**config.mk**
```make
export PLATFORM = sky130hd
export DESIGN_NAME = base64_codec_flat
export DESIGN_NICKNAME = d
export VERILOG_FILES = /design/src/sv/b64_pkg.sv /design/src/sv/b64_ifs.sv /design/src/sv/b64_queue.sv /design/src/sv/b64_front.sv /design/src/sv/b64_back.sv /design/src/sv/base64_codec.sv /design/src/flat_wrapper.sv
export SDC_FILE = /design/constraint.sdc
export NUM_CORES = 1
export LEC_CHECK = 0
export BUFFER_PORTS_ARGS = -buffer_cell sky130_fd_sc_hd__clkbuf_2
export CORE_UTILIZATION = 25
export CTS_CLUSTER_SIZE = 30
export DETAILED_ROUTE_END_ITERATION = 10
export GPL_TIMING_DRIVEN = 0
export HOLD_SLACK_MARGIN = 0.15
export PLACE_DENSITY = 0.38
export SLEW_MARGIN = 25
export SYNTH_ARGS = -nofsm -noshare
export SYNTH_HDL_FRONTEND = slang
export SYNTH_SLANG_ARGS = --single-unit
```
**constraint.sdc**
```tcl
create_clock -name clk -period 13.5 [get_ports clk]
set_clock_uncertainty 0.1 [all_clocks]
set_input_delay 2.7 -clock clk [delete_from_list [all_inputs] [get_ports clk]]
set_output_delay 2.7 -clock clk [all_outputs]
set_load 0.05 [all_outputs]
```
**src/sv/b64_pkg.sv**
```systemverilog
// Shared types, constants and alphabet functions of the Base64 codec.
package b64_pkg;

  localparam logic DIR_ENCODE = 1'b0;
  localparam logic DIR_DECODE = 1'b1;

  localparam logic [7:0] PAD_CHAR = 8'h3D;

  localparam int unsigned B64_QUEUE_DEPTH = 2;

  // Up to four result beats caused by one input beat.
  typedef struct packed {
    logic [3:0][7:0] data;
    logic [1:0]      last_idx;
    logic            bare;
    logic            fin;
  } b64_bundle_t;

  function automatic logic [7:0] b64_enc_char(input logic [5:0] v);
    logic [7:0] r;
    if (v < 6'd26) begin
      r = 8'h41 + {2'b00, v};
    end else if (v < 6'd52) begin
      r = 8'h61 + {2'b00, v} - 8'd26;
    end else if (v < 6'd62) begin
      r = 8'h30 + {2'b00, v} - 8'd52;
    end else if (v == 6'd62) begin
      r = 8'h2B;
    end else begin
      r = 8'h2F;
    end
    return r;
  endfunction

  // {hit, value}; hit low for characters outside the alphabet.
  function automatic logic [6:0] b64_dec_value(input logic [7:0] c);
    logic [6:0] r;
    if (c >= 8'h41 && c <= 8'h5A) begin
      r = {1'b1, 6'(c - 8'h41)};
    end else if (c >= 8'h61 && c <= 8'h7A) begin
      r = {1'b1, 6'(c - 8'h61 + 8'd26)};
    end else if (c >= 8'h30 && c <= 8'h39) begin
      r = {1'b1, 6'(c - 8'h30 + 8'd52)};
    end else if (c == 8'h2B) begin
      r = {1'b1, 6'd62};
    end else if (c == 8'h2F) begin
      r = {1'b1, 6'd63};
    end else begin
      r = 7'd0;
    end
    return r;
  endfunction

endpackage

```
**src/sv/b64_ifs.sv**
```systemverilog
// Channel interfaces of the Base64 codec: input, output and configuration.
interface b64_in_if;
  logic       valid;
  logic       ready;
  logic [7:0] data_in;
  logic       end_of_message;
  modport source (output valid, data_in, end_of_message, input ready);
  modport sink (input valid, data_in, end_of_message, output ready);
endinterface

interface b64_out_if;
  logic       valid;
  logic       ready;
  logic [7:0] data_out;
  logic       data_present;
  logic       final_res;
  modport source (output valid, data_out, data_present, final_res, input ready);
  modport sink (input valid, data_out, data_present, final_res, output ready);
endinterface

interface b64_cfg_if;
  logic valid;
  logic ready;
  logic data;
  modport source (output valid, data, input ready);
  modport sink (input valid, data, output ready);
endinterface

```
**src/sv/b64_queue.sv**
```systemverilog
// Small FIFO of result bundles between the front and back ends.
module b64_queue import b64_pkg::*; #(
  parameter int unsigned DEPTH = B64_QUEUE_DEPTH
) (
  input  logic        clk,
  input  logic        rst,
  input  logic        push,
  input  b64_bundle_t push_data,
  output logic        not_full,
  input  logic        pop,
  output logic        not_empty,
  output b64_bundle_t head
);

  localparam int unsigned PTR_W = $clog2(DEPTH);
  localparam int unsigned CNT_W = $clog2(DEPTH + 1);

  b64_bundle_t slots [DEPTH];
  logic [PTR_W-1:0] wr_ptr;
  logic [PTR_W-1:0] rd_ptr;
  logic [CNT_W-1:0] count;

  assign not_full  = count != CNT_W'(DEPTH);
  assign not_empty = count != '0;
  assign head      = slots[rd_ptr];

  always_ff @(posedge clk) begin
    if (push) begin
      slots[wr_ptr] <= push_data;
    end
  end

  always_ff @(posedge clk) begin
    if (rst) begin
      wr_ptr <= '0;
      rd_ptr <= '0;
      count  <= '0;
    end else begin
      if (push) begin
        wr_ptr <= (wr_ptr == PTR_W'(DEPTH - 1)) ? '0 : wr_ptr + 1'b1;
      end
      if (pop) begin
        rd_ptr <= (rd_ptr == PTR_W'(DEPTH - 1)) ? '0 : rd_ptr + 1'b1;
      end
      if (push && !pop) begin
        count <= count + 1'b1;
      end else if (!push && pop) begin
        count <= count - 1'b1;
      end
    end
  end

endmodule

```
**src/sv/b64_front.sv**
```systemverilog
// Front end: takes input beats and config, runs the codec state, builds bundles.
module b64_front import b64_pkg::*; (
  input  logic        clk,
  input  logic        rst,
  b64_cfg_if.sink     cfg,
  b64_in_if.sink      din,
  input  logic        q_ready,
  output logic        push,
  output b64_bundle_t push_data
);

  logic        dir;
  logic [11:0] acc;
  logic [2:0]  nbits;     // unemitted bits held in acc
  logic        stopped;
  logic [1:0]  mod4;

  logic [11:0] acc_next;
  logic [2:0]  nbits_next;
  logic        stopped_next;
  logic [1:0]  mod4_next;

  logic        accept;
  logic        last;
  logic [7:0]  c;

  // encode path
  logic [11:0] enc_acc;
  logic [11:0] enc_sh;
  logic [2:0]  enc_rem;
  logic [5:0]  enc_tail;
  // decode path
  logic [6:0]  dv;
  logic [11:0] dec_acc;
  logic [11:0] dec_sh;

  logic [3:0][7:0] ch;
  logic [2:0]      n;
  logic [1:0]      m;
  logic            bare;

  assign cfg.ready = 1'b1;
  assign din.ready = q_ready;
  assign accept    = din.valid && q_ready;
  assign c         = din.data_in;
  assign last      = din.end_of_message;

  assign enc_acc  = {acc[3:0], c};
  assign enc_sh   = enc_acc >> (nbits + 3'd2);
  assign enc_rem  = (nbits == 3'd4) ? 3'd0 : nbits + 3'd2;
  assign enc_tail = (enc_rem == 3'd2) ? {enc_acc[1:0], 4'b0000}
                                      : {enc_acc[3:0], 2'b00};

  assign dv      = b64_dec_value(c);
  assign dec_acc = {acc[5:0], dv[5:0]};
  assign dec_sh  = dec_acc >> (nbits - 3'd2);

  always_comb begin
    ch           = '0;
    n            = 3'd0;
    m            = mod4;
    bare         = 1'b0;
    acc_next     = acc;
    nbits_next   = nbits;
    stopped_next = stopped;
    mod4_next    = mod4;
    if (dir == DIR_ENCODE) begin
      ch[0] = b64_enc_char(enc_sh[5:0]);
      n     = 3'd1;
      m     = m + 2'd1;
      if (nbits == 3'd4) begin
        ch[1] = b64_enc_char(enc_acc[5:0]);
        n     = 3'd2;
        m     = m + 2'd1;
      end
      acc_next   = enc_acc;
      nbits_next = enc_rem;
      if (last) begin
        if (enc_rem != 3'd0) begin
          ch[n[1:0]] = b64_enc_char(enc_tail);
          n          = n + 3'd1;
          m          = m + 2'd1;
        end
        for (int i = 0; i < 3; i++) begin
          if (m != 2'd0 && n < 3'd4) begin
            ch[n[1:0]] = PAD_CHAR;
            n          = n + 3'd1;
            m          = m + 2'd1;
          end
        end
      end
      mod4_next = m;
    end else begin
      if (!stopped) begin
        if (c == PAD_CHAR) begin
          stopped_next = 1'b1;
        end else if (dv[6]) begin
          acc_next = dec_acc;
          if (nbits >= 3'd2) begin
            ch[0]      = dec_sh[7:0];
            n          = 3'd1;
            nbits_next = nbits - 3'd2;
          end else begin
            nbits_next = nbits + 3'd6;
          end
        end
      end
      if (last && n == 3'd0) begin
        n    = 3'd1;
        bare = 1'b1;
      end
    end
    if (last) begin
      acc_next     = '0;
      nbits_next   = '0;
      stopped_next = 1'b0;
      mod4_next    = '0;
    end
  end

  assign push               = accept && (n != 3'd0);
  assign push_data.data     = ch;
  assign push_data.last_idx = 2'(n - 3'd1);
  assign push_data.bare     = bare;
  assign push_data.fin      = last;

  always_ff @(posedge clk) begin
    if (rst) begin
      dir     <= DIR_ENCODE;
      acc     <= '0;
      nbits   <= '0;
      stopped <= 1'b0;
      mod4    <= '0;
    end else if (cfg.valid) begin
      dir     <= cfg.data;
      acc     <= '0;
      nbits   <= '0;
      stopped <= 1'b0;
      mod4    <= '0;
    end else if (accept) begin
      acc     <= acc_next;
      nbits   <= nbits_next;
      stopped <= stopped_next;
      mod4    <= mod4_next;
    end
  end

endmodule

```
**src/sv/b64_back.sv**
```systemverilog
// Back end: unpacks bundles into output beats, one per cycle while dout.ready is high.
module b64_back import b64_pkg::*; (
  input  logic        clk,
  input  logic        rst,
  input  logic        q_valid,
  input  b64_bundle_t head,
  output logic        pop,
  b64_out_if.source   dout
);

  b64_bundle_t cur;
  logic        cur_valid;
  logic [1:0]  idx;
  logic        done;

  assign done = cur_valid && dout.ready && (idx == cur.last_idx);
  assign pop  = q_valid && (!cur_valid || done);

  assign dout.valid        = cur_valid;
  assign dout.data_out     = cur.data[idx];
  assign dout.data_present = !cur.bare;
  assign dout.final_res    = cur.fin && (idx == cur.last_idx);

  always_ff @(posedge clk) begin
    if (pop) begin
      cur <= head;
    end
  end

  always_ff @(posedge clk) begin
    if (rst) begin
      cur_valid <= 1'b0;
      idx       <= '0;
    end else if (pop) begin
      cur_valid <= 1'b1;
      idx       <= '0;
    end else if (done) begin
      cur_valid <= 1'b0;
    end else if (cur_valid && dout.ready) begin
      idx <= idx + 2'd1;
    end
  end

endmodule

```
**src/sv/base64_codec.sv**
```systemverilog
// Top level of the streaming Base64 codec (standard alphabet).
// Usage:
// - cfg: one-bit direction, 0 encode bytes to text, 1 decode text to bytes.
//   cfg.ready is always high; a write also clears the codec state, so write
//   only between messages with no results outstanding.
// - din: one byte or character per beat, end_of_message on the message's
//   last beat. Every message has at least one beat.
// - dout: one character or byte per beat. final_res marks the message's last
//   beat; data_present low flags a bare end marker when decoding.
// Path: an accepted input beat's bundle is written into the bundle queue,
// then loaded into the output beat register that drives dout.
// Throughput: a new input beat can be taken every cycle while the bundle
// queue has room; dout moves one beat per cycle while dout.ready is high,
// and encoding makes four characters for every three bytes and up to four
// on a message's last byte. The output beat register is the limit.
// Reset (rst, synchronous): direction goes to encode, state clears, dout idle.
// When dout stalls, results wait in the bundle queue; din.ready drops only
// once the queue is full.
module base64_codec import b64_pkg::*; #(
  parameter int unsigned QUEUE_DEPTH = B64_QUEUE_DEPTH
) (
  input  logic      clk,
  input  logic      rst,
  b64_cfg_if.sink   cfg,
  b64_in_if.sink    din,
  b64_out_if.source dout
);

  logic        q_ready;
  logic        push;
  b64_bundle_t push_data;
  logic        pop;
  logic        q_valid;
  b64_bundle_t head;

  // front: classifies each beat and builds its bundle of results
  b64_front u_front (
    .clk       (clk),
    .rst       (rst),
    .cfg       (cfg),
    .din       (din),
    .q_ready   (q_ready),
    .push      (push),
    .push_data (push_data)
  );

  // decouples input acceptance from output stalls
  b64_queue #(
    .DEPTH (QUEUE_DEPTH)
  ) u_queue (
    .clk       (clk),
    .rst       (rst),
    .push      (push),
    .push_data (push_data),
    .not_full  (q_ready),
    .pop       (pop),
    .not_empty (q_valid),
    .head      (head)
  );

  // back: serializes each bundle onto dout
  b64_back u_back (
    .clk     (clk),
    .rst     (rst),
    .q_valid (q_valid),
    .head    (head),
    .pop     (pop),
    .dout    (dout)
  );

endmodule

```
**src/flat_wrapper.sv**
```systemverilog
// flat-port wrapper written by rule: the top's interface ports become plain ports
module base64_codec_flat import b64_pkg::*;
#(
  parameter int unsigned QUEUE_DEPTH = B64_QUEUE_DEPTH
)
  (clk, rst, cfg_valid, cfg_data, cfg_ready, din_valid, din_data_in, din_end_of_message, din_ready, dout_valid, dout_data_out, dout_data_present, dout_final_res, dout_ready);
  b64_cfg_if cfg_i ();
  b64_in_if din_i ();
  b64_out_if dout_i ();
  input  logic clk;
  input  logic rst;
  input wire logic [$bits(cfg_i.valid)-1:0] cfg_valid;
  input wire logic [$bits(cfg_i.data)-1:0] cfg_data;
  output wire logic [$bits(cfg_i.ready)-1:0] cfg_ready;
  input wire logic [$bits(din_i.valid)-1:0] din_valid;
  input wire logic [$bits(din_i.data_in)-1:0] din_data_in;
  input wire logic [$bits(din_i.end_of_message)-1:0] din_end_of_message;
  output wire logic [$bits(din_i.ready)-1:0] din_ready;
  output wire logic [$bits(dout_i.valid)-1:0] dout_valid;
  output wire logic [$bits(dout_i.data_out)-1:0] dout_data_out;
  output wire logic [$bits(dout_i.data_present)-1:0] dout_data_present;
  output wire logic [$bits(dout_i.final_res)-1:0] dout_final_res;
  input wire logic [$bits(dout_i.ready)-1:0] dout_ready;
  assign cfg_i.valid = cfg_valid;
  assign cfg_i.data = cfg_data;
  assign cfg_ready = cfg_i.ready;
  assign din_i.valid = din_valid;
  assign din_i.data_in = din_data_in;
  assign din_i.end_of_message = din_end_of_message;
  assign din_ready = din_i.ready;
  assign dout_valid = dout_i.valid;
  assign dout_data_out = dout_i.data_out;
  assign dout_data_present = dout_i.data_present;
  assign dout_final_res = dout_i.final_res;
  assign dout_i.ready = dout_ready;
  base64_codec #(.QUEUE_DEPTH(QUEUE_DEPTH)) u_core (.clk(clk), .rst(rst), .cfg(cfg_i), .din(din_i), .dout(dout_i));
endmodule
```
==> results.md, run 1 <==
- The run finished with clean final reports.
- Of the total power, the share spent switching nets is 0.353.
- The share of post-route cells with drive strength above 1 is 0.172.
- The via count normalized by instance count is 5.08.
- The number of top-level pins is 28.
- For this run the aggregate overflow at the end of global routing stands at 0.
- The share of async-settable or async-resettable flops after synthesis is 0.
- Power comes to 1.10 mW.
- The worst setup path is captured at a register.
- In this run the tightest slew margin relative to its limit is 0.411.
- The share of total power dissipated in combinational logic is 0.343.
- The count of endpoints failing setup in the final report is 0.
- The number of standard cells after synthesis is around 650.
- The cell leakage power is 2.81 nW.
- The diode insertion count for antenna repair is 0.
- The most frequent standard cell in the layout excluding fill and tap cells is sky130_fd_sc_hd__edfxtp_1.
- The post-CTS setup buffer count is 0.
- The flip-flop and latch count after synthesis is 107.
- For this run, design rule violations remaining after detail routing come to 0.
- The region available for standard cell placement spans 26900 um^2.
- The floorplan step set the die height to 167 um.
- Summing all placed instances gives a cell area of about 7500 um^2.
- The synthesized area divided by synthesized cell count is 10.6 um^2.
- The antenna violation net count after detailed routing is 0.
- For this run, the register share of the synthesized area comes to 0.441.
- The die covers roughly 28000 um^2.
- The internal power of the cells totals 0.713 mW.
- The worst setup path is of the input pin to register kind.
- For this run, the detailed router's first-pass iteration total came to 5.
- The root buffer cell is sky130_fd_sc_hd__clkbuf_16.
- For the pin with the worst max-slew slack, the measured transition is approximately 0.88 ns.
- Across the VDD grid, the largest voltage drop is ~0.062 mV.
- The count of maximum capacitance violations is 0.
- The warning count from the yosys run is 0.
- For this configuration, the core starts out at a cell density of 0.254.
- The portion of total power attributed to sequential cells is 0.440.
- The chip width is 167 um.
- The worst setup path is launched from an input pin.
- For this block, the initial DRC count from the detailed router was 377.
- Input and output buffers added on the ports amount to 24.
- The number of enable flip-flop cells after synthesis is 87.
- The initial antenna violation count is 0.
- Dividing the final minimum period by the clock period gives 0.522.
- The largest net degree at the start of global routing is 21.
- Routability-driven placement finished with a final weighted congestion of 0.859.
- Along the worst path, the maximum fanout reaches 10.
- The worst hold path belongs to the class register to register.
- The clock net sink count is 107.
- The final design instance area without fill is 7790 um^2.
- The total clock buffers created by CTS is 9.
- At the worst endpoint, the arrival time is between 7 and 8 ns.
- Detailed placement ended at an HPWL of 14700 um.
- The hold violation count in the final report was 0.
- Dividing the detail-routed wire length by the instance count gives 18.5 um.
- The area growth from synthesis to layout is 13.9%.
- The source-to-sink clock delay at the later pin of the worst-skew pair is 0.35 ns.
- The total negative slack is 0 ns.
- The via count of the first global-routing pass was 5275.
- Based on the critical path, the design can be clocked at up to ~140 MHz.
- Clock-pin slew was measured on the worst setup and hold paths at 0.07 ns.
- The number of H-tree levels is 3.
- The smallest setup slack after layout is 6.45 ns.
- The most used flip-flop cell after synthesis is sky130_fd_sc_hd__edfxtp_1.
- The number of gates resized after cts is 0.
- Data on the critical path is required at its endpoint by 13.67 ns.
- The library cells used most frequently in the layout, excluding fill and tap cells, are 87 x sky130_fd_sc_hd__edfxtp_1, 56 x sky130_fd_sc_hd__nor2_1, 52 x sky130_fd_sc_hd__nand2_1, 40 x sky130_fd_sc_hd__a21oi_1.
- The TritonCTS clock tree is done.
- Dividing total power by cell area gives a power density of 141 nW/um^2.
- Setup repair after global routing left no endpoint under its margin.
- The final number of max-transition violations is 0.
- The overall track demand over capacity in global routing is 0.140.
- The mapped netlist covers 6840 um^2.
- The final-layout fill cell count is 2838.
- Of the total power, the clock network draws 0.217.
- The sum of routed wire length over all layers is 19200 um.
- The smallest clock period supported by the final layout is computed as 7.05 ns.
- After the last flow step, the layout net total stands at 740.
- The maximum clock path buffer count is 2.
- The number of hold-repair buffers added at the cts stage is 0.
- The switching power total is roughly 0.39 mW.
- Detailed routing inserted a total of ~5300 vias.
- The row count is 60.
- Yosys mapped the design onto 76 distinct sky130hd cell types.
- The first global-routing pass estimated approximately 30000 um of wire.
- The post-placement worst setup slack is between 6 and 7 ns.
## layer usage
layer | routed length [um] | track usage | part of all wire | vias up
li1 | - | - | - | 2509
met1 | 8850 | 0.182 | 0.46 | 2602
met2 | 9100 | 0.230 | 0.47 | 133
met3 | 656 | 0.0191 | 0.034 | 32
met4 | 637 | 0.0642 | 0.033 | 0
met5 | 0 | 0 | 0 | -
## synthesized netlist by cell type, drive strengths merged, types with 7 or more instances
library cell,instances,area share
mux2i,20,0.029
and3,7,0.0071
nand2,52,0.029
nor2,58,0.032
edfxtp,87,0.38
nor3,21,0.020
xor2,8,0.010
nand2b,8,0.0073
mux2,36,0.060
buf,13,0.012
a211oi,11,0.014
dfxtp,20,0.059
nor2b,8,0.0073
mux4,12,0.040
a21oi,42,0.031
xnor2,10,0.013
o21ai,29,0.021
clkbuf,21,0.012
ha,32,0.059
inv,35,0.019
## power groups by stage
stage | combinational (mW) | sequential (mW) | clock (mW)
2_1_floorplan | 0.264 | 0.486 | 0
3_5_place_dp | 0.382 | 0.494 | 0
6_report | 0.378 | 0.485 | 0.239
3_3_place_gp | 0.357 | 0.498 | 0
5_1_grt | 0.411 | 0.492 | 0.258
4_1_cts | 0.383 | 0.487 | 0.247
## kinds of logic (layout without fill, tap and decap cells)
| kind of cell | Yosys count | count (layout) | share of synthesized area |
|---|---|---|---|
| buffers and inverters | 71 | 115 | 0.0434 |
| flip-flops | 107 | 107 | 0.441 |
| AND/OR/NAND/NOR | 189 | 189 | 0.139 |
| multiplexers | 68 | 68 | 0.129 |
| adder cells (fa/ha/maj) | 33 | 33 | 0.0615 |
| XOR/XNOR | 18 | 18 | 0.0231 |
| other | 2 | 7 | 0.00110 |
| AO/OA/AOI/OAI | 160 | 160 | 0.163 |
## worst max-delay path, cell delays in order
cell                       delay (ns)
sky130_fd_sc_hd__clkbuf_2        0.23
sky130_fd_sc_hd__clkbuf_1        0.39
sky130_fd_sc_hd__inv_1           0.24
sky130_fd_sc_hd__ha_1            0.32
sky130_fd_sc_hd__nand2b_1        0.17
sky130_fd_sc_hd__a22oi_1         0.42
sky130_fd_sc_hd__o21ai_1         0.24
sky130_fd_sc_hd__o311ai_1        0.70
sky130_fd_sc_hd__a21oi_1         0.15
sky130_fd_sc_hd__a21oi_1         0.24
sky130_fd_sc_hd__ha_1            0.18
sky130_fd_sc_hd__o21ai_0         0.07
sky130_fd_sc_hd__nand2_1         0.23
sky130_fd_sc_hd__inv_1           0.08
sky130_fd_sc_hd__ha_1            0.32
sky130_fd_sc_hd__or3_1           0.35
sky130_fd_sc_hd__a21oi_1         0.16
## final timing paths
| path | start | endpoint | slack [ns] | depth (start not counted) |
|---|---|---|---|---|
| worst max-delay path | din_data_in[1] | u_core.u_queue.count[1] | 6.45 | 17 |
| worst min-delay path | u_core.u_front.acc[5] | u_core.u_front.acc[5] | 0.43 | 2 |
| worst max register to register | u_core.u_front.nbits[1] | u_core.u_queue.count[1] | 8.10 | 22 |
| worst min register to register | u_core.u_front.acc[5] | u_core.u_front.acc[5] | 0.43 | 2 |
## final cells by class
| type | instances | area, um^2 | area share |
|---|---|---|---|
| buffer | 34 | 158 | 0.0202 |
| clock buffer | 10 | 229 | 0.0294 |
| clock inverter | 6 | 32.5 | 0.00418 |
| inverter | 37 | 139 | 0.0178 |
| multi-input combinational | 475 | 3580 | 0.460 |
| sequential | 107 | 3010 | 0.387 |
| tap | 341 | 427 | 0.0548 |
| timing repair buffer | 28 | 208 | 0.0267 |
## metrics by stage
stage,util,hold WS (ns),cells
2_1_floorplan,-,0.358,653
3_3_place_gp,0.276,0.384,1018
3_5_place_dp,0.280,0.421,1022
4_1_cts,0.289,0.432,1038
5_1_grt,0.290,0.466,1038
6_report,0.290,0.432,1038
## state kept, by name (all words and copies together), names as in the netlist, 2 cells and up
signal                count
u_core.u_queue.slots     58
u_core.u_back.cur        29
u_core.u_front.acc        6
u_core.u_front.nbits      3
u_core.u_back.idx         2
u_core.u_front.mod4       2
u_core.u_queue.count      2
Note: power is estimated with default switching activity, not from simulation.
==> inputs of run 2 (changes only) <==
--- a/config.mk
+++ b/config.mk
@@ -11,7 +11,7 @@
 export DETAILED_ROUTE_END_ITERATION = 10
 export GPL_TIMING_DRIVEN = 0
 export HOLD_SLACK_MARGIN = 0.15
-export PLACE_DENSITY = 0.38
+export PLACE_DENSITY = 0.39
 export SLEW_MARGIN = 25
 export SYNTH_ARGS = -nofsm -noshare
 export SYNTH_HDL_FRONTEND = slang
==> constraint.sdc (replaced) <==
create_clock -name clk -period 6.2 [get_ports clk]
set_clock_uncertainty 0.1 [all_clocks]
set_input_delay 1.24 -clock clk [delete_from_list [all_inputs] [get_ports clk]]
set_output_delay 1.24 -clock clk [all_outputs]
set_load 0.05 [all_outputs]
==> results.md, run 2 (same netlist as run 1, synthesis figures left out) <==
- Status: finished, final reports clean (unchanged).
- The power per cell area was 317 nW/um^2 (was 141 nW/um^2).
- The area growth from synthesis to layout was 14.8% (was 13.9%).
- The overall power was 2.49 mW (was 1.10 mW).
- The routability-driven placement congestion ratio came to 0.859 (unchanged).
- The global routing's busiest layer was met2 (unchanged).
- The routed length per instance is 18.2 um (was 18.5 um).
- The clock net sink count came to 107 (unchanged).
- The overall die area is 28000 um^2 (unchanged).
- The met3 usage came to 0.0196 (was 0.0191).
- The sum of routed wire length over all layers is 18900 um (was 19200 um).
- The number of flip-flops under the largest register name came to 58 (unchanged).
- The final non-filler cell total was 1038 (unchanged).
- The type of the worst setup path is input pin to register (unchanged).
- The starting density of the core is 0.254 (unchanged).
- The row count is 60 (unchanged).
- The count of nets after finishing is 740 (unchanged).
- The kind of end point of the critical path is a register (unchanged).
- The root buffer cell was sky130_fd_sc_hd__clkbuf_16 (unchanged).
- The source-to-sink clock delay at the later pin of the worst-skew pair is 0.35 ns (about the same).
- The transition time of the tightest slew-check pin is 1.07 ns (was 0.881 ns).
- The most frequent standard cell in the layout excluding fill and tap cells is sky130_fd_sc_hd__edfxtp_1 (unchanged).
- The kind of launch point of the worst setup path is an input pin (unchanged).
- The initial antenna violation count is 0 (unchanged).
- The total clock buffers created by CTS is 9 (unchanged).
- The number of top-level pins is 28 (unchanged).
- The number of placed instances with taps included is 1021 (was 1022).
- The post-DP HPWL is 14500 um (was 14700 um).
- The antenna violation net count after detailed routing came to 0 (unchanged).
- The final number of max-transition violations was 0 (unchanged).
- Subtracting the final worst setup slack from the clock period gives 5.72 ns.
- The TritonCTS clock tree was done (unchanged).
- The final-layout fill cell count is 2817 (was 2838).
- The number of gates resized after cts came to 0 (unchanged).
- The type of the most critical hold path is register to register (unchanged).
- Unrepaired setup endpoints after global routing: no (unchanged).
- The headroom to the max-slew limit came to 0.279 (was 0.411).
- The critical path arrival is 5.91 ns (was 7.22 ns).
- The register with the most flip-flops is u_core.u_queue.slots (unchanged).
- The register area is 3010 um^2 (unchanged).
- The via count of the first global-routing pass is 5229 (was 5275).
- The number of H-tree levels came to 3 (unchanged).
- The maximum clock path buffer count is 2 (unchanged).
- The wire length of the first global-routing pass was 30000 um (was 30200 um).
- The diode insertion count for antenna repair is 0 (unchanged).
- The count of maximum capacitance violations is 0 (unchanged).
- The highest ir drop seen on vdd came to 0.120 mV (was 0.0624 mV).
- Of the available clock period, the critical path in the final layout requires 0.923.
- Largest registers in the final layout: u_core.u_queue.slots: 58 flops, u_core.u_back.cur: 29 flops, u_core.u_front.acc: 6 flops (unchanged).
- The clock input transition at the sequential cells of the worst setup and hold paths was 0.07 ns (about the same).
- The fmax is 175 MHz.
- The data required time of the critical path is 6.39 ns (was 13.67 ns).
- The chip width is 167 um (unchanged).
- The share of post-route cells with drive strength above 1 came to 0.176 (was 0.172).
- The die extent in y was 167 um (unchanged).
- The hold violation count in the final report was 0 (unchanged).
- The post-CTS setup buffer count is 0 (unchanged).
- The count of endpoints failing setup in the final report is 0 (unchanged).
- The total negative slack was 0 ns (unchanged).
- The port buffer count is 24 (unchanged).
- The area taken by multi-input logic gates was 3580 um^2 (unchanged).
- The largest net degree at the start of global routing is 23 (was 21).
- The global routing met2 resource utilization was 0.225 (was 0.230).
- The routed via count was 5186 (was 5276).
- The cell leakage power is 2.84 nW (was 2.81 nW).
- The slack of the worst reg-to-reg path is 0.69 ns (was 8.10 ns).
- The worst-path maximum fanout was 10 (unchanged).
- The via count normalized by instance count is 5.00 (was 5.08).
- The remaining routing DRC violations is 0 (unchanged).
- The global routing met1 resource utilization came to 0.184 (was 0.182).
- The number of hold-repair buffers added at the cts stage came to 0 (unchanged).
- The standard cell core area came to 26900 um^2 (unchanged).
- Leading cell types in the layout, fill and taps excluded: 87 x sky130_fd_sc_hd__edfxtp_1, 56 x sky130_fd_sc_hd__nor2_1, 52 x sky130_fd_sc_hd__nand2_1, 40 x sky130_fd_sc_hd__a21oi_1 (unchanged).
- The final design instance area without fill was 7850 um^2 (was 7790 um^2).
- The overall track demand over capacity in global routing is 0.139 (was 0.140).
- The count of TritonRoute iterations in the first routing pass is 5 (unchanged).
- The remaining global-route overflow is 0 (unchanged).
- The post-placement cell area is 7510 um^2 (was 7520 um^2).
- The initial DRC count was 326 (was 377).
run 2: path summary, 6_finish.rpt:
kind                                              start                          end  cells after the start
worst max register to register  u_core.u_front.nbits[1]  u_core.u_queue.slots[1][11]                     20
worst min register to register  u_core.u_queue.count[1]      u_core.u_queue.count[1]                      2
worst max-delay path                     din_data_in[1]      u_core.u_queue.count[1]                     17
worst min-delay path            u_core.u_queue.count[1]      u_core.u_queue.count[1]                      2
run 2: power breakdown:
group	switching, mW	internal (mW)	total [mW]
Clock	0.268	0.356	0.624
Combinational	0.525	0.290	0.815
Sequential	0.0591	0.993	1.05
Total	0.852	1.64	2.49
run 2: cell type report:
type | instances | area share
Clock buffer | 9 | 0.0287
Timing Repair Buffer | 28 | 0.0265
Clock inverter | 7 | 0.0127
Inverter | 37 | 0.0177
Buffer | 34 | 0.0201
Multi-Input combinational cell | 475 | 0.456
Tap cell | 341 | 0.0543
Sequential cell | 107 | 0.384
run 2: metrics by stage:
step	hold WS [ns]	utilization	worst slack (ns)
after CTS	0.418	0.292	0.504
after detailed placement	0.406	0.280	0.129
after global placement	0.381	0.276	-1.21
final	0.412	0.292	0.479
after global routing	0.456	0.292	0.137
after floorplan	0.358	-	0.867
run 2: worst max-delay path, stage by stage:
cell                       delay (ns)
sky130_fd_sc_hd__clkbuf_2        0.23
sky130_fd_sc_hd__clkbuf_1        0.39
sky130_fd_sc_hd__inv_1           0.24
sky130_fd_sc_hd__ha_1            0.33
sky130_fd_sc_hd__nand2b_1        0.17
sky130_fd_sc_hd__a22oi_1         0.40
sky130_fd_sc_hd__o21ai_1         0.22
sky130_fd_sc_hd__o311ai_0        0.93
sky130_fd_sc_hd__a21oi_1         0.16
sky130_fd_sc_hd__a21oi_1         0.24
sky130_fd_sc_hd__ha_1            0.18
sky130_fd_sc_hd__o21ai_0         0.07
sky130_fd_sc_hd__nand2_1         0.23
sky130_fd_sc_hd__inv_1           0.08
sky130_fd_sc_hd__ha_1            0.31
sky130_fd_sc_hd__or3_1           0.35
sky130_fd_sc_hd__a21oi_1         0.13
run 2: layer usage:
metal	part of all wire	wire length, um
met1	0.47	8960
met2	0.47	8870
met4	0.027	510
met5	0	0
met3	0.030	568
==> inputs of run 3 (changes only) <==
--- a/config.mk
+++ b/config.mk
@@ -7,10 +7,12 @@
 export LEC_CHECK = 0
 export BUFFER_PORTS_ARGS = -buffer_cell sky130_fd_sc_hd__clkbuf_2
 export CORE_UTILIZATION = 25
+export CTS_BUF_LIST = sky130_fd_sc_hd__clkbuf_4 sky130_fd_sc_hd__clkbuf_8 sky130_fd_sc_hd__clkbuf_16
 export CTS_CLUSTER_SIZE = 30
 export DETAILED_ROUTE_END_ITERATION = 10
 export GPL_TIMING_DRIVEN = 0
 export HOLD_SLACK_MARGIN = 0.15
+export MAX_ROUTING_LAYER = met4
 export PLACE_DENSITY = 0.39
 export SLEW_MARGIN = 25
 export SYNTH_ARGS = -nofsm -noshare
==> results.md, run 3 (same netlist as run 1, synthesis figures left out) <==
- Unrepaired setup endpoints after global routing: no (unchanged).
- The delay of the slowest cell on the worst path is 0.58 ns (was 0.93 ns).
- The standard cell core area is 26900 um^2 (unchanged).
- The remaining routing DRC violations is 0 (unchanged).
- The share of post-route cells with drive strength above 1 is 0.176 (unchanged).
- The number of gates resized after cts is 0 (unchanged).
- The count of maximum capacitance violations is 0 (unchanged).
- The total internal power is 1.58 mW (was 1.64 mW).
- The largest net degree at the start of global routing is 21 (was 23).
- The post-CTS setup buffer count is 0 (unchanged).
- The number of hold-repair buffers added at the cts stage is 0 (unchanged).
- The port buffer count was 24 (unchanged).
- The portion of total power attributed to sequential cells is 0.435 (was 0.422).
- The number of top-level pins is 28 (unchanged).
- The routed length per instance is 18.7 um (was 18.2 um).
- The switching share of power is 0.350 (was 0.342).
- The fmax is 177 MHz (was 175 MHz).
- The clock period minus final worst setup slack is 5.64 ns (was 5.72 ns).
- The via count normalized by instance count was 5.11 (was 5.00).
- The row count came to 60 (unchanged).
- The power per cell area is 312 nW/um^2 (was 317 nW/um^2).
- The initial DRC count is 428 (was 326).
- The diode insertion count for antenna repair was 0 (unchanged).
- Largest registers in the final layout: u_core.u_queue.slots: 58 flops, u_core.u_back.cur: 29 flops, u_core.u_front.acc: 6 flops (unchanged).
- The critical path arrival is 5.60 ns (was 5.91 ns).
- The total clock buffers created by CTS is 9 (unchanged).
- The sum of routed wire length over all layers is 19400 um (was 18900 um).
- The routability-driven placement congestion ratio is 0.861 (was 0.859).
- The count of TritonRoute iterations in the first routing pass came to 5 (unchanged).
- The type of the worst setup path is input pin to register (unchanged).
- The kind of launch point of the worst setup path is an input pin (unchanged).
- The part of the total power dissipated in combinational logic is 0.335 (was 0.327).
- The number of H-tree levels is 3 (unchanged).
- The maximum clock path buffer count is 2 (unchanged).
- The headroom to the max-slew limit came to 0.427 (was 0.279).
- The switching power total is 0.851 mW (was 0.852 mW).
- The wire length of the first global-routing pass is 31100 um (was 30000 um).
- The initial antenna violation count is 0 (unchanged).
- The area growth from synthesis to layout is 13.9% (was 14.8%).
- The register with the most flip-flops is u_core.u_queue.slots (unchanged).
- The root buffer cell is sky130_fd_sc_hd__clkbuf_16 (unchanged).
- The highest ir drop seen on vdd is 0.117 mV (was 0.120 mV).
- The number of flip-flops under the largest register name is 58 (unchanged).
- The post-route fraction of the period consumed by the critical path is 0.910 (was 0.923).
- The routed via count is 5301 (was 5186).
- The starting density of the core is 0.254 (unchanged).
- The proportion of power drawn by the clock network is 0.230 (was 0.250).
- The cell leakage power is 2.81 nW (was 2.84 nW).
- The TritonCTS clock tree was done (unchanged).
- The clock net sink count came to 107 (unchanged).
- The chip width is 167 um (unchanged).
- The overall die area is 28000 um^2 (unchanged).
- The antenna violation net count after detailed routing is 0 (unchanged).
- The post-DP HPWL came to 14800 um (was 14500 um).
- The most frequent standard cell in the layout excluding fill and tap cells is sky130_fd_sc_hd__edfxtp_1 (unchanged).
- The tightest hold margin is 0.410 ns (was 0.412 ns).
- The remaining global-route overflow is 0 (unchanged).
- The worst-path maximum fanout was 19 (was 10).
- The kind of end point of the critical path is a register (unchanged).
- Worst path cell trace: clkbuf_2 > clkbuf_1 > inv_1 > ha_1 > nor2b_1 > o211a_1 > buf_2 > nor3_2 > o311ai_1 > a21oi_1 > a21oi_1 > ha_1 > o21ai_0 > nand2_1 > nor2_4 > buf_8 (was clkbuf_2 > clkbuf_1 > inv_1 > ha_1 > nand2b_1 > a22oi_1 > o21ai_1 > o311ai_0 > a21oi_1 > a21oi_1 > ha_1 > o21ai_0 > nand2_1 > inv_1 > ha_1 > or3_1 > a21oi_1).
- The cell with the largest stage delay on the worst path was sky130_fd_sc_hd__nor2_4 (was sky130_fd_sc_hd__o311ai_0).
- The source-to-sink clock delay at the later pin of the worst-skew pair came to 0.34 ns (was 0.35 ns).
- The data required time of the critical path was 6.16 ns (was 6.39 ns).
- The die extent in y came to 167 um (unchanged).
- The count of nets after finishing was 740 (unchanged).
- The via count of the first global-routing pass is 5407 (was 5229).
- The overall track demand over capacity in global routing is 0.149 (was 0.139).
- Leading cell types in the layout, fill and taps excluded: 87 x sky130_fd_sc_hd__edfxtp_1, 56 x sky130_fd_sc_hd__nor2_1, 52 x sky130_fd_sc_hd__nand2_1, 40 x sky130_fd_sc_hd__a21oi_1 (unchanged).
- The transition time of the tightest slew-check pin came to 0.857 ns (was 1.07 ns).
- The count of endpoints failing setup in the final report is 0 (unchanged).
- The post-layout utilization of the core is 0.290 (was 0.292).
- Status: finished, final reports clean (unchanged).
- The final number of max-transition violations is 0 (unchanged).
- The type of the most critical hold path is register to register (unchanged).
- The clock input transition at the sequential cells of the worst setup and hold paths is 0.07 ns (about the same).
- The hold violation count in the final report is 0 (unchanged).
run 3: cell types whose count changed in the layout (fill, tap and decap cells not counted):
| cell | before | now |
|---|---|---|
| sky130_fd_sc_hd__buf_16 | 3 | 1 |
| sky130_fd_sc_hd__buf_8 | 0 | 2 |
| sky130_fd_sc_hd__bufinv_16 | 2 | 0 |
| sky130_fd_sc_hd__clkbuf_4 | 0 | 2 |
| sky130_fd_sc_hd__clkbuf_8 | 0 | 2 |
| sky130_fd_sc_hd__clkinv_4 | 1 | 0 |
| sky130_fd_sc_hd__inv_6 | 1 | 0 |
| sky130_fd_sc_hd__o311ai_0 | 1 | 0 |
| sky130_fd_sc_hd__o311ai_1 | 1 | 2 |
run 3: per-layer routing:
metal / GRT usage / part of all wire / up-vias
li1: - / - / 2512
met5: - / 0 / -
met2: 0.240 / 0.47 / 140
met3: 0.0173 / 0.029 / 30
met1: 0.189 / 0.47 / 2619
met4: 0.0598 / 0.027 / 0
run 3: critical path, delay by kind of cell:
| kind | cells | cell delay [ns] |
|---|---|---|
| buffers and inverters | 5 | 1.31 |
| and+or+nand+nor | 4 | 1.53 |
| AOI/OAI and AO/OA | 5 | 0.96 |
| adders and majority gates | 2 | 0.55 |
run 3: final timing paths:
check	cells past startpoint	to	from	slack [ns]
max	16	u_core.u_queue.slots[0][26]	din_data_in[1]	0.56
min reg2reg	2	u_core.u_queue.count[1]	u_core.u_queue.count[1]	0.41
min	2	u_core.u_queue.count[1]	u_core.u_queue.count[1]	0.41
max reg2reg	19	u_core.u_queue.slots[0][26]	u_core.u_front.nbits[1]	0.61
run 3: power by group through the flow:
stage / sequential (mW) / combinational [mW] / clock, mW
floorplan: 1.06 / 0.575 / 0
global placement: 1.08 / 0.779 / 0
detailed placement: 1.07 / 0.825 / 0
CTS: 1.06 / 0.828 / 0.578
global route: 1.07 / 0.889 / 0.613
finish: 1.06 / 0.815 / 0.560
run 3: per-stage QoR:
step / total power, mW / cell area, um^2 / setup TNS, ns / instances / worst slack [ns]
5_1_grt: 2.58 / 7790 / 0 / 1038 / 0.220
3_5_place_dp: 1.90 / 7500 / 0 / 1022 / 0.240
4_1_cts: 2.47 / 7790 / 0 / 1038 / 0.585
6_report: 2.43 / 7790 / 0 / 1038 / 0.555
3_3_place_gp: 1.86 / 7400 / -82.86 / 1018 / -1.43
2_1_floorplan: 1.63 / 6860 / 0 / 653 / 0.867
run 3: final cells by class:
class,count,area [um^2]
well taps,341,427
inverters,37,139
plain buffers,34,158
fillers,2836,19100
multi-input cells,475,3580
clock inverters,3,22.5
flip-flops and latches,107,3010
repair buffers,28,183
clock buffers,13,268
